`src/rtl/tsas_pkg.sv`:
```
// Package of shared constants, codes and types for the touch sample average sequencer.
package tsas_pkg;

  localparam int SAMPLES  = 4;
  localparam int SAMPLE_W = 12;
  localparam int SHIFT    = $clog2(SAMPLES);
  localparam int SUM_W    = SAMPLE_W + SHIFT;
  localparam int CNT_W    = $clog2(SAMPLES) + 1;
  localparam int TICK_W   = 16;
  localparam int KIND_W   = 2;
  localparam int ACT_W    = 2;

  localparam logic [KIND_W-1:0] KIND_PEN  = 2'd0;
  localparam logic [KIND_W-1:0] KIND_CONV = 2'd1;
  localparam logic [KIND_W-1:0] KIND_TICK = 2'd2;

  localparam logic [ACT_W-1:0] ACT_NONE    = 2'd0;
  localparam logic [ACT_W-1:0] ACT_CONVERT = 2'd1;
  localparam logic [ACT_W-1:0] ACT_WAIT    = 2'd2;

  localparam logic [TICK_W-1:0] REPEAT_TICKS_RESET = 16'd1;

  typedef struct packed {
    logic [KIND_W-1:0]   kind;
    logic [SAMPLE_W-1:0] x_sample;
    logic [SAMPLE_W-1:0] y_sample;
    logic                x_pen_up;
    logic                y_pen_up;
  } evt_t;

  typedef struct packed {
    logic                report_valid;
    logic                pressed;
    logic                position_valid;
    logic [SAMPLE_W-1:0] x_position;
    logic [SAMPLE_W-1:0] y_position;
    logic [ACT_W-1:0]    action;
  } res_t;

  typedef struct packed {
    logic [CNT_W-1:0]  sample_count;
    logic [SUM_W-1:0]  x_sum;
    logic [SUM_W-1:0]  y_sum;
    logic [TICK_W-1:0] repeat_countdown;
    logic              repeat_armed;
  } state_t;

endpackage

```
`src/rtl/tsas_evt_if.sv`:
```
// Event channel interface carrying one panel event per transfer.
interface tsas_evt_if;
  logic                             valid;
  logic                             ready;
  logic [tsas_pkg::KIND_W-1:0]      kind;
  logic [tsas_pkg::SAMPLE_W-1:0]    x_sample;
  logic [tsas_pkg::SAMPLE_W-1:0]    y_sample;
  logic                             x_pen_up;
  logic                             y_pen_up;

  modport source (output valid, kind, x_sample, y_sample, x_pen_up, y_pen_up, input ready);
  modport sink (input valid, kind, x_sample, y_sample, x_pen_up, y_pen_up, output ready);
endinterface

```
`src/rtl/tsas_res_if.sv`:
```
// Result channel interface carrying one report and action per transfer.
interface tsas_res_if;
  logic                          valid;
  logic                          ready;
  logic                          report_valid;
  logic                          pressed;
  logic                          position_valid;
  logic [tsas_pkg::SAMPLE_W-1:0] x_position;
  logic [tsas_pkg::SAMPLE_W-1:0] y_position;
  logic [tsas_pkg::ACT_W-1:0]    action;

  modport source (output valid, report_valid, pressed, position_valid, x_position,
                  y_position, action, input ready);
  modport sink (input valid, report_valid, pressed, position_valid, x_position,
                y_position, action, output ready);
endinterface

```
`src/rtl/tsas_step.sv`:
```
// Combinational sequencing step: result and next state for one event.
module tsas_step (
  input  tsas_pkg::evt_t                  evt,
  input  tsas_pkg::state_t                state,
  input  logic [tsas_pkg::TICK_W-1:0]     repeat_ticks,
  output tsas_pkg::res_t                  res,
  output tsas_pkg::state_t                state_next
);

  logic                          both_up;
  logic                          both_down;
  logic [tsas_pkg::SUM_W-1:0]    x_acc;
  logic [tsas_pkg::SUM_W-1:0]    y_acc;
  logic [tsas_pkg::CNT_W-1:0]    count_inc;
  logic                          burst_done;

  assign both_up    = evt.x_pen_up & evt.y_pen_up;
  assign both_down  = ~evt.x_pen_up & ~evt.y_pen_up;
  assign x_acc      = state.x_sum + tsas_pkg::SUM_W'(evt.x_sample);
  assign y_acc      = state.y_sum + tsas_pkg::SUM_W'(evt.y_sample);
  assign count_inc  = state.sample_count + tsas_pkg::CNT_W'(1);
  assign burst_done = count_inc >= tsas_pkg::CNT_W'(tsas_pkg::SAMPLES);

  always_comb begin
    res        = '0;
    state_next = state;
    case (evt.kind)
      tsas_pkg::KIND_PEN: begin
        if (both_up) begin
          res.report_valid = 1'b1;
          res.action       = tsas_pkg::ACT_WAIT;
        end else if (both_down) begin
          res.action = tsas_pkg::ACT_CONVERT;
        end
      end
      tsas_pkg::KIND_CONV: begin
        if (both_up) begin
          state_next.sample_count = '0;
          state_next.x_sum        = '0;
          state_next.y_sum        = '0;
          res.report_valid        = 1'b1;
          res.action              = tsas_pkg::ACT_WAIT;
        end else if (burst_done) begin
          res.report_valid            = 1'b1;
          res.pressed                 = 1'b1;
          res.position_valid          = 1'b1;
          res.x_position              = x_acc[tsas_pkg::SUM_W-1:tsas_pkg::SHIFT];
          res.y_position              = y_acc[tsas_pkg::SUM_W-1:tsas_pkg::SHIFT];
          res.action                  = tsas_pkg::ACT_WAIT;
          state_next.sample_count     = '0;
          state_next.x_sum            = '0;
          state_next.y_sum            = '0;
          state_next.repeat_countdown = repeat_ticks;
          state_next.repeat_armed     = 1'b1;
        end else begin
          state_next.sample_count = count_inc;
          state_next.x_sum        = x_acc;
          state_next.y_sum        = y_acc;
          res.action              = tsas_pkg::ACT_CONVERT;
        end
      end
      tsas_pkg::KIND_TICK: begin
        if (state.repeat_armed) begin
          if (state.repeat_countdown <= tsas_pkg::TICK_W'(1)) begin
            state_next.repeat_countdown = '0;
            state_next.repeat_armed     = 1'b0;
            if (both_up) begin
              res.report_valid = 1'b1;
              res.action       = tsas_pkg::ACT_WAIT;
            end else begin
              res.action = tsas_pkg::ACT_CONVERT;
            end
          end else begin
            state_next.repeat_countdown = state.repeat_countdown - tsas_pkg::TICK_W'(1);
          end
        end
      end
      default: begin
        res = '0;
      end
    endcase
  end

endmodule

```
`src/rtl/touch_sample_average_sequencer_unit.sv`:
```
// Top level of the touch sample average sequencer with input and result registers.
// Events pass the input register, then the result register: a two-stage pipe.
// Throughput: one event per cycle while the result side does not stall.
// The burst and repeat state is updated as an event moves into the result register.
// Reset (rst, synchronous, active high) clears both pipe stages and all sequencing state.
// After reset repeat_ticks holds 1.
module touch_sample_average_sequencer_unit (
  input  logic                            clk,
  input  logic                            rst,
  tsas_evt_if.sink                        evt,
  tsas_res_if.source                      res,
  input  logic                            cfg_we,
  input  logic [tsas_pkg::TICK_W-1:0]     cfg_data
);

  logic                          in_valid;
  tsas_pkg::evt_t                in_item;
  logic                          out_valid;
  tsas_pkg::res_t                out_item;
  tsas_pkg::state_t              state;
  tsas_pkg::state_t              state_next;
  tsas_pkg::res_t                step_res;
  logic [tsas_pkg::TICK_W-1:0]   repeat_ticks;
  logic                          advance;
  tsas_pkg::evt_t                evt_item;

  assign evt_item = '{kind: evt.kind, x_sample: evt.x_sample, y_sample: evt.y_sample,
                      x_pen_up: evt.x_pen_up, y_pen_up: evt.y_pen_up};

  assign advance   = in_valid & (~out_valid | res.ready);
  assign evt.ready = ~in_valid | advance;

  tsas_step u_step (
    .evt          (in_item),
    .state        (state),
    .repeat_ticks (repeat_ticks),
    .res          (step_res),
    .state_next   (state_next)
  );

  always_ff @(posedge clk) begin
    if (rst) begin
      repeat_ticks <= tsas_pkg::REPEAT_TICKS_RESET;
    end else if (cfg_we) begin
      repeat_ticks <= cfg_data;
    end
  end

  always_ff @(posedge clk) begin
    if (rst) begin
      in_valid <= 1'b0;
    end else if (evt.ready) begin
      in_valid <= evt.valid;
    end
  end

  always_ff @(posedge clk) begin
    if (evt.valid && evt.ready) begin
      in_item <= evt_item;
    end
  end

  always_ff @(posedge clk) begin
    if (rst) begin
      out_valid <= 1'b0;
      state     <= '0;
    end else if (advance) begin
      out_valid <= 1'b1;
      state     <= state_next;
    end else if (res.ready) begin
      out_valid <= 1'b0;
    end
  end

  always_ff @(posedge clk) begin
    if (advance) begin
      out_item <= step_res;
    end
  end

  assign res.valid          = out_valid;
  assign res.report_valid   = out_item.report_valid;
  assign res.pressed        = out_item.pressed;
  assign res.position_valid = out_item.position_valid;
  assign res.x_position     = out_item.x_position;
  assign res.y_position     = out_item.y_position;
  assign res.action         = out_item.action;

  a_count_in_range: assert property (@(posedge clk) disable iff (rst)
    state.sample_count < tsas_pkg::CNT_W'(tsas_pkg::SAMPLES))
    else $error("sample count reached the burst length");

  a_disarmed_zero: assert property (@(posedge clk) disable iff (rst)
    !state.repeat_armed |-> state.repeat_countdown == '0)
    else $error("repeat countdown non-zero while disarmed");

  a_position_is_press: assert property (@(posedge clk) disable iff (rst)
    out_valid && out_item.position_valid |->
      out_item.report_valid && out_item.pressed && out_item.action == tsas_pkg::ACT_WAIT)
    else $error("position result without a pressed report");

  a_advance_fills_out: assert property (@(posedge clk) disable iff (rst)
    advance |=> out_valid)
    else $error("result register empty after an event moved on");

  a_stall_holds_input: assert property (@(posedge clk) disable iff (rst)
    in_valid && !advance |=> in_valid && $stable(in_item))
    else $error("held event lost while the result side stalled");

endmodule

```
`src/flat_wrapper.sv`:
```
// flat-port wrapper written by rule: the top's interface ports become plain ports
module touch_sample_average_sequencer_unit_flat 
  (clk, rst, cfg_we, cfg_data, evt_valid, evt_kind, evt_x_sample, evt_y_sample, evt_x_pen_up, evt_y_pen_up, evt_ready, res_valid, res_report_valid, res_pressed, res_position_valid, res_x_position, res_y_position, res_action, res_ready);
  tsas_evt_if evt_i ();
  tsas_res_if res_i ();
  input  logic clk;
  input  logic rst;
  input  logic cfg_we;
  input  logic [tsas_pkg::TICK_W-1:0] cfg_data;
  input wire logic [$bits(evt_i.valid)-1:0] evt_valid;
  input wire logic [$bits(evt_i.kind)-1:0] evt_kind;
  input wire logic [$bits(evt_i.x_sample)-1:0] evt_x_sample;
  input wire logic [$bits(evt_i.y_sample)-1:0] evt_y_sample;
  input wire logic [$bits(evt_i.x_pen_up)-1:0] evt_x_pen_up;
  input wire logic [$bits(evt_i.y_pen_up)-1:0] evt_y_pen_up;
  output wire logic [$bits(evt_i.ready)-1:0] evt_ready;
  output wire logic [$bits(res_i.valid)-1:0] res_valid;
  output wire logic [$bits(res_i.report_valid)-1:0] res_report_valid;
  output wire logic [$bits(res_i.pressed)-1:0] res_pressed;
  output wire logic [$bits(res_i.position_valid)-1:0] res_position_valid;
  output wire logic [$bits(res_i.x_position)-1:0] res_x_position;
  output wire logic [$bits(res_i.y_position)-1:0] res_y_position;
  output wire logic [$bits(res_i.action)-1:0] res_action;
  input wire logic [$bits(res_i.ready)-1:0] res_ready;
  assign evt_i.valid = evt_valid;
  assign evt_i.kind = evt_kind;
  assign evt_i.x_sample = evt_x_sample;
  assign evt_i.y_sample = evt_y_sample;
  assign evt_i.x_pen_up = evt_x_pen_up;
  assign evt_i.y_pen_up = evt_y_pen_up;
  assign evt_ready = evt_i.ready;
  assign res_valid = res_i.valid;
  assign res_report_valid = res_i.report_valid;
  assign res_pressed = res_i.pressed;
  assign res_position_valid = res_i.position_valid;
  assign res_x_position = res_i.x_position;
  assign res_y_position = res_i.y_position;
  assign res_action = res_i.action;
  assign res_i.ready = res_ready;
  touch_sample_average_sequencer_unit u_core (.clk(clk), .rst(rst), .evt(evt_i), .res(res_i), .cfg_we(cfg_we), .cfg_data(cfg_data));
endmodule
```
`config.mk`:
```
export PLATFORM = sky130hd
export DESIGN_NAME = touch_sample_average_sequencer_unit_flat
export DESIGN_NICKNAME = d
export VERILOG_FILES = /design/src/rtl/tsas_pkg.sv /design/src/rtl/tsas_evt_if.sv /design/src/rtl/tsas_res_if.sv /design/src/rtl/tsas_step.sv /design/src/rtl/touch_sample_average_sequencer_unit.sv /design/src/flat_wrapper.sv
export SDC_FILE = /design/constraint.sdc
export NUM_CORES = 1
export LEC_CHECK = 0
export BUFFER_PORTS_ARGS = -buffer_cell sky130_fd_sc_hd__buf_4
export CORE_MARGIN = 8
export CORE_UTILIZATION = 54
export CTS_CLUSTER_SIZE = 14
export DETAILED_ROUTE_END_ITERATION = 10
export HOLD_SLACK_MARGIN = 0.15
export PLACE_DENSITY = 0.74
export RECOVER_POWER = 25
export SLEW_MARGIN = 20
export SYNTH_ARGS = -nofsm -noshare
export SYNTH_HDL_FRONTEND = slang
export SYNTH_SLANG_ARGS = --single-unit
```
`constraint.sdc`:
```
create_clock -name clk -period 2.5 [get_ports clk]
set_input_delay 0 -clock clk [delete_from_list [all_inputs] [get_ports clk]]
set_output_delay 0 -clock clk [all_outputs]
set_load 0.005 [all_outputs]
```
### After elaboration in Yosys (flattened, before gate mapping)

Cells that the tools add are included.

| word-level totals | value |
|---|---|
| register bits after elaboration | 123 |
| input bits | 49 |
| output and inout port bits | 31 |
| word-level logic and storage cells | 74 |

| operators by class | value |
|---|---|
| $add $sub $neg | 4 |
| magnitude comparators | 2 |
| equality and inequality tests | 5 |
| multiplexer cells | 24 |
| bitwise gates (word level) | 11 |
| reductions and logical operators | 9 |

Operators with widths:

| cell | number |
|---|---|
| $mux 31 | 2 |
| $mux 17 | 3 |
| $pmux 17 s2 | 1 |
| $add 14x12->14 | 2 |
| $mux 27 | 1 |
| $le 16x1->1 const B | 1 |
| $mux 16 | 1 |
| $sub 16x1->16 const B | 1 |
| $mux 2 | 6 |
| $mux 1 | 8 |
| $not 1->1 | 6 |
| $pmux 2 s3 | 1 |
| $reduce_and 5->1 | 1 |
| $ne 2x2->1 const B | 2 |
| $reduce_and 4->1 | 1 |
| $reduce_bool 2->1 | 2 |
| $add 3x1->3 const B | 1 |
| $and 1x1->1 | 3 |
| $ge 3x3->1 const B | 1 |
| $pmux 1 s3 | 1 |
| $reduce_or 3->1 | 1 |
| $eq 2x1->1 const B | 1 |
| $eq 2x2->1 const B | 1 |
| $logic_not 2->1 | 1 |
| other kinds (5) | 6 |

### Longest topological paths before layout

| depth | value |
|---|---|
| depth after elaboration | 5 |
| gate-level depth with buffers | 9 |
| mapped depth without buffers | 9 |

### Cells and area by module

From an unflattened synthesis, not the netlist that was laid out.

| second synthesis, totals | value |
|---|---|
| cell total of the unflattened synthesis | 714 |
| area total of the unflattened synthesis | 7079.3 um^2 |

Modules (own cells, without submodules):

| module | times used | cells an instance | area each (um^2) |
|---|---|---|---|
| touch_sample_average_sequencer_unit | 1 | 327 | 4503.1 |
| tsas_step | 1 | 387 | 2576.2 |

### Worst setup path before layout

OpenSTA, ideal clock, no wires.

| path | value |
|---|---|
| path type | register to register |
| start | reg, netlist name u_core.state[7] |
| end | reg, netlist name u_core.state[3] |
| library setup time | 0.130 ns |
| data arrival time | 2.037 ns |
| path slack | 0.332 ns |
| stages on the path, launching flop included | 8 |
| buffers on the path | 1 |
| clock period less this slack | 2.168 ns |
| cell sequence | dfxtp_1 -> or4_4 -> or4_4 -> buf_6 -> nor2_1 -> nor2_1 -> a32oi_1 -> o32ai_1 |

| on the way | value |
|---|---|
| longest elaborated chain between the ends | 4 |

Ends and longest elaborated chain:

| element | line | source |
|---|---|---|
| $le 16x1->1 | tsas_step.sv:64 | `if (state.repeat_countdown <= tsas_pkg::TICK_W'(1)) begin` |
| $mux 16 | tsas_step.sv:64 |  |
| $mux 17 | tsas_step.sv:63 | `if (state.repeat_armed) begin` |
| $pmux 17 s2 | tsas_step.sv:27 | `case (evt.kind)` |

No other way between the ends. The select of a mux whose other input is x is not followed.
A chain may end at the register's enable or synchronous reset.

### Worst setup path after layout

| path | value |
|---|---|
| start | reg, netlist name u_core.state[7] |
| end | reg, netlist name u_core.state[7] |

| on the way | value |
|---|---|
| longest elaborated chain between the ends | 4 |
| elaborated cells between the ends (all ways) | 5 |
| those cells by class | add/sub: 1; order compare: 1; mux: 3 |

Ends and longest elaborated chain:

| element | line |
|---|---|
| $sub 16x1->16 or $le 16x1->1 (tied branches) | tsas_step.sv:74, tsas_step.sv:64 |
| $mux 16 (*) | tsas_step.sv:64 |
| $mux 17 (*) | tsas_step.sv:63 |
| $pmux 17 s2 (*) | tsas_step.sv:27 |

Every way passes the cells marked *; elsewhere a longest branch is shown, timed or not. The select of a mux whose other input is x is not followed.

==> summary.txt <==
STA
  – Setup violations, final: 0
  – Unrepaired setup endpoints after global routing: false
  – Setup TNS Final: 0 ns
  – Final worst slack: 0.175 ns
  – Slew headroom: between 40 and 50%
  – Slew Viols, Final: 0
  – Min Tclk post-route: between 2 and 2.5 ns
  – Final Hold Viols: 0
  – Skew final: 0.00880 ns
  – Worst Tran Pin Value: roughly 0.79 ns
  – Period utilisation layout: 93.0%
  – Fmax: between 400 and 500 MHz

Clock network
  – Clock sink count: approximately 120
  – CTS tree: yes
  – Inserted Clock Buffers: 17
  – Clk_lat worst skew: 0.52 ns
  – Clock root cell: clkbuf_8
  – Clk buf depth: 2
  – Worst-path clk slew: ~0.060 ns
  – Htree depth: 4

Worst setup path
  – Maximum net fanout on the critical path: 8
  – Crit path kind: reg2reg
  – WP data arrival: between 2 and 3 ns
  – CP Launch Type: register
  – Worst Setup End Kind: register
  – Reg2reg path depth: 7
  – Required @ worst endpoint: around 2.9 ns

Floorplanning
  – Die ar.: 0.0143 mm2
  – Core area: about 0.011 mm2
  – Starting Density: 54.5%
  – Die Y: between 100 and 150 um
  – Core Rows: 38
  – Total I/O pin count: 80
  – Die width: between 100 and 150 um

Power
  – Leakage power: about 3.4 nW
  – Pint: slightly below 0.004 W
  – Switching power total: roughly 0.0011 W
  – Seq pwr share: a little over two fifths
  – Clock share of power: a little under half
  – Comb power frac: approximately 8.9%
  – Switch share: between 20% and 30%
  – Peak VDD IR: about 0.0006 V
  – Pwr Density: 636 mW/mm2

Final layout
  – Layout cell share with drive strength beyond 1: between 10% and 20%
  – Antenna cells: 0
  – Final #Nets: 822
  – Final Util: 75.1%
  – Most common cell after layout, fill and taps aside: dlygate4sd3_1
  – Layout area overhead: 37.7%
  – Most frequent cells in the layout: dlygate4sd3_1, nor2_1, dfxtp_1

Route
  – WL per Instance: roughly 16 um
  – Final ANT Viol Nets: 0
  – Post-Route WL: about 15000 um
  – Initial DRC Count: around 350
  – First-pass DRT Iterations: 5
  – Via count: around 5000
  – DRC errors left: 0
  – Vias/cell: between 5 and 6

Global routing
  – All-Layer GR Usage: 21.3%
  – First-pass GRT wire length: 24800 um
  – Largest net degree at the start of global routing: 30
  – Initial antenna violation count: 0
  – Number of global-route vias before repair: about 5300
  – GRT overflow: 0

Logic synthesis
  – Cell area after synthesis: between 0.005 and 0.006 mm2
  – Synth Flop Type: dfxtp_1
  – Synth top area share: just under 30%
  – Yosys top cell by area: edfxtp_1
  – Asr flop ratio synth: 0%
  – Post-synth EDFFs: 56
  – Distinct cells, synth: 59
  – Synth Register Bits: ~120
  – Synth top area cells: edfxtp_1, dfxtp_1, ha_1
  – Post-Syn Nets: between 600 and 700
  – Synth warn: 0
  – Post-Synthesis Cells: about 570
  – Sequential fraction of the synthesis area: approximately half
  – Synth Area per Inst: around 10 um2

Run status
  – Status: complete, no violations

Placement
  – DP HPWL: approximately 9600 um
  – Pre-CTS setup slack: between 0.15 and 0.2 ns
  – Routability congestion estimate: ~0.85
  – IO buf count: slightly below 80

Flow run
  – Total of max-cap violations: 0

Worst hold path
  – Hold depth: 2
  – Min-Delay Path Class: in2reg
[cell usage after synthesis (all sizes together) (3+ instances only)]
master   number
xor2          8
a21oi        29
mux2i        17
inv          20
a31oi         3
o32ai         5
o21ai        43
or4           3
ha           27
or2           3
clkbuf       18
nor2         79
or3           5
a211oi        4
nand2b        5
nand3        18
edfxtp       56
a21o         10
and2          3
nand3b        4
dfxtp        66
o22ai         3
xnor2        16
and3          5
a22oi         9
nor2b        10
nor3         10
o211ai        5
o2111ai       4
buf           5
nand2        40
a2bb2oi       5
a32oi         5
o31ai         3
o21bai        3
[per-layer routing]
layer	track usage (%)	share of wire, %	up-vias
met5	0	0	-
met4	9.13	2.0	0
met3	5.87	5.3	29
met2	38.1	53	150
met1	23.3	40	2408
li1	-	-	2437
[cells by family after synthesis]
logic type                 count (synthesis)  share of synthesized area (%)
xor gates and xnor gates                  24                           3.62
AOI/OAI and AO/OA                        146                           16.6
muxes                                     17                           2.93
and+or+nand+nor                          192                           15.6
buffers and inverters                     43                           3.06
DFF                                      122                           51.7
adders and majority gates                 29                           6.50
[worst max-delay path, stage by stage, from the launching register on]
cell,delay [ns]
dfxtp_1,0.35
or4_4,0.57
or4_4,0.50
o21ai_2,0.28
buf_4,0.20
o21ai_0,0.07
a21oi_1,0.15
nor3_1,0.06
[state kept, by name (all words and copies together), names as in the netlist]
name and count:
u_core.repeat_ticks 16, u_core.res.report_valid 1, u_core.in_item 28, u_core.res.x_position 12
u_core.state 48, u_core.res.y_position 12, u_core.in_valid 1, u_core.res.valid 1
u_core.res.action 2, u_core.res.position_valid 1
[metrics by stage]
step | instances | hold WS [ns] | total power, W | area, um2
final | 897 | 0.208 | 0.00509 | 8000
after floorplan | 573 | 0.0989 | 0.00242 | 5810
after global placement | 784 | 0.178 | 0.00256 | 6590
after CTS | 897 | 0.171 | 0.00510 | 8010
after global routing | 897 | 0.198 | 0.00526 | 8000
after detailed placement | 784 | 0.179 | 0.00257 | 6590
[power groups by stage]
stage	Sequential [W]	Clock (W)	Combinational, W
after floorplan	0.00222	0	0.000199
after global placement	0.00223	0	0.000325
after detailed placement	0.00224	0	0.000336
after CTS	0.00219	0.00246	0.000449
after global routing	0.00220	0.00256	0.000495
final	0.00219	0.00244	0.000451
[path summary, 6_finish.rpt]
path | start | endpoint | slack, ns
setup / recovery | u_core.state[7] | u_core.state[7] | 0.18
setup reg to reg | u_core.state[7] | u_core.state[7] | 0.18
hold / removal | evt_y_sample[6] | u_core.in_item[8] | 0.21
hold reg to reg | u_core.state[19] | u_core.state[19] | 0.46
[repair_timing]
item	in CTS	in global routing
endpoints found under the hold margin	65	0
hold buffers	81	0
endpoints found under the setup margin	0	1
gates resized for setup	0	1
buffers inserted	0	0
[area by class of cell]
cell class,count,area [um2]
timing repair buffer,175,1510
sequential,122,3000
tap,140,175
fill,758,2650
clock buffer,23,531
multi-input combinational,408,2630
inverter,20,75.1
clock inverter,9,78.8
Power figures use the tool's default switching activity.
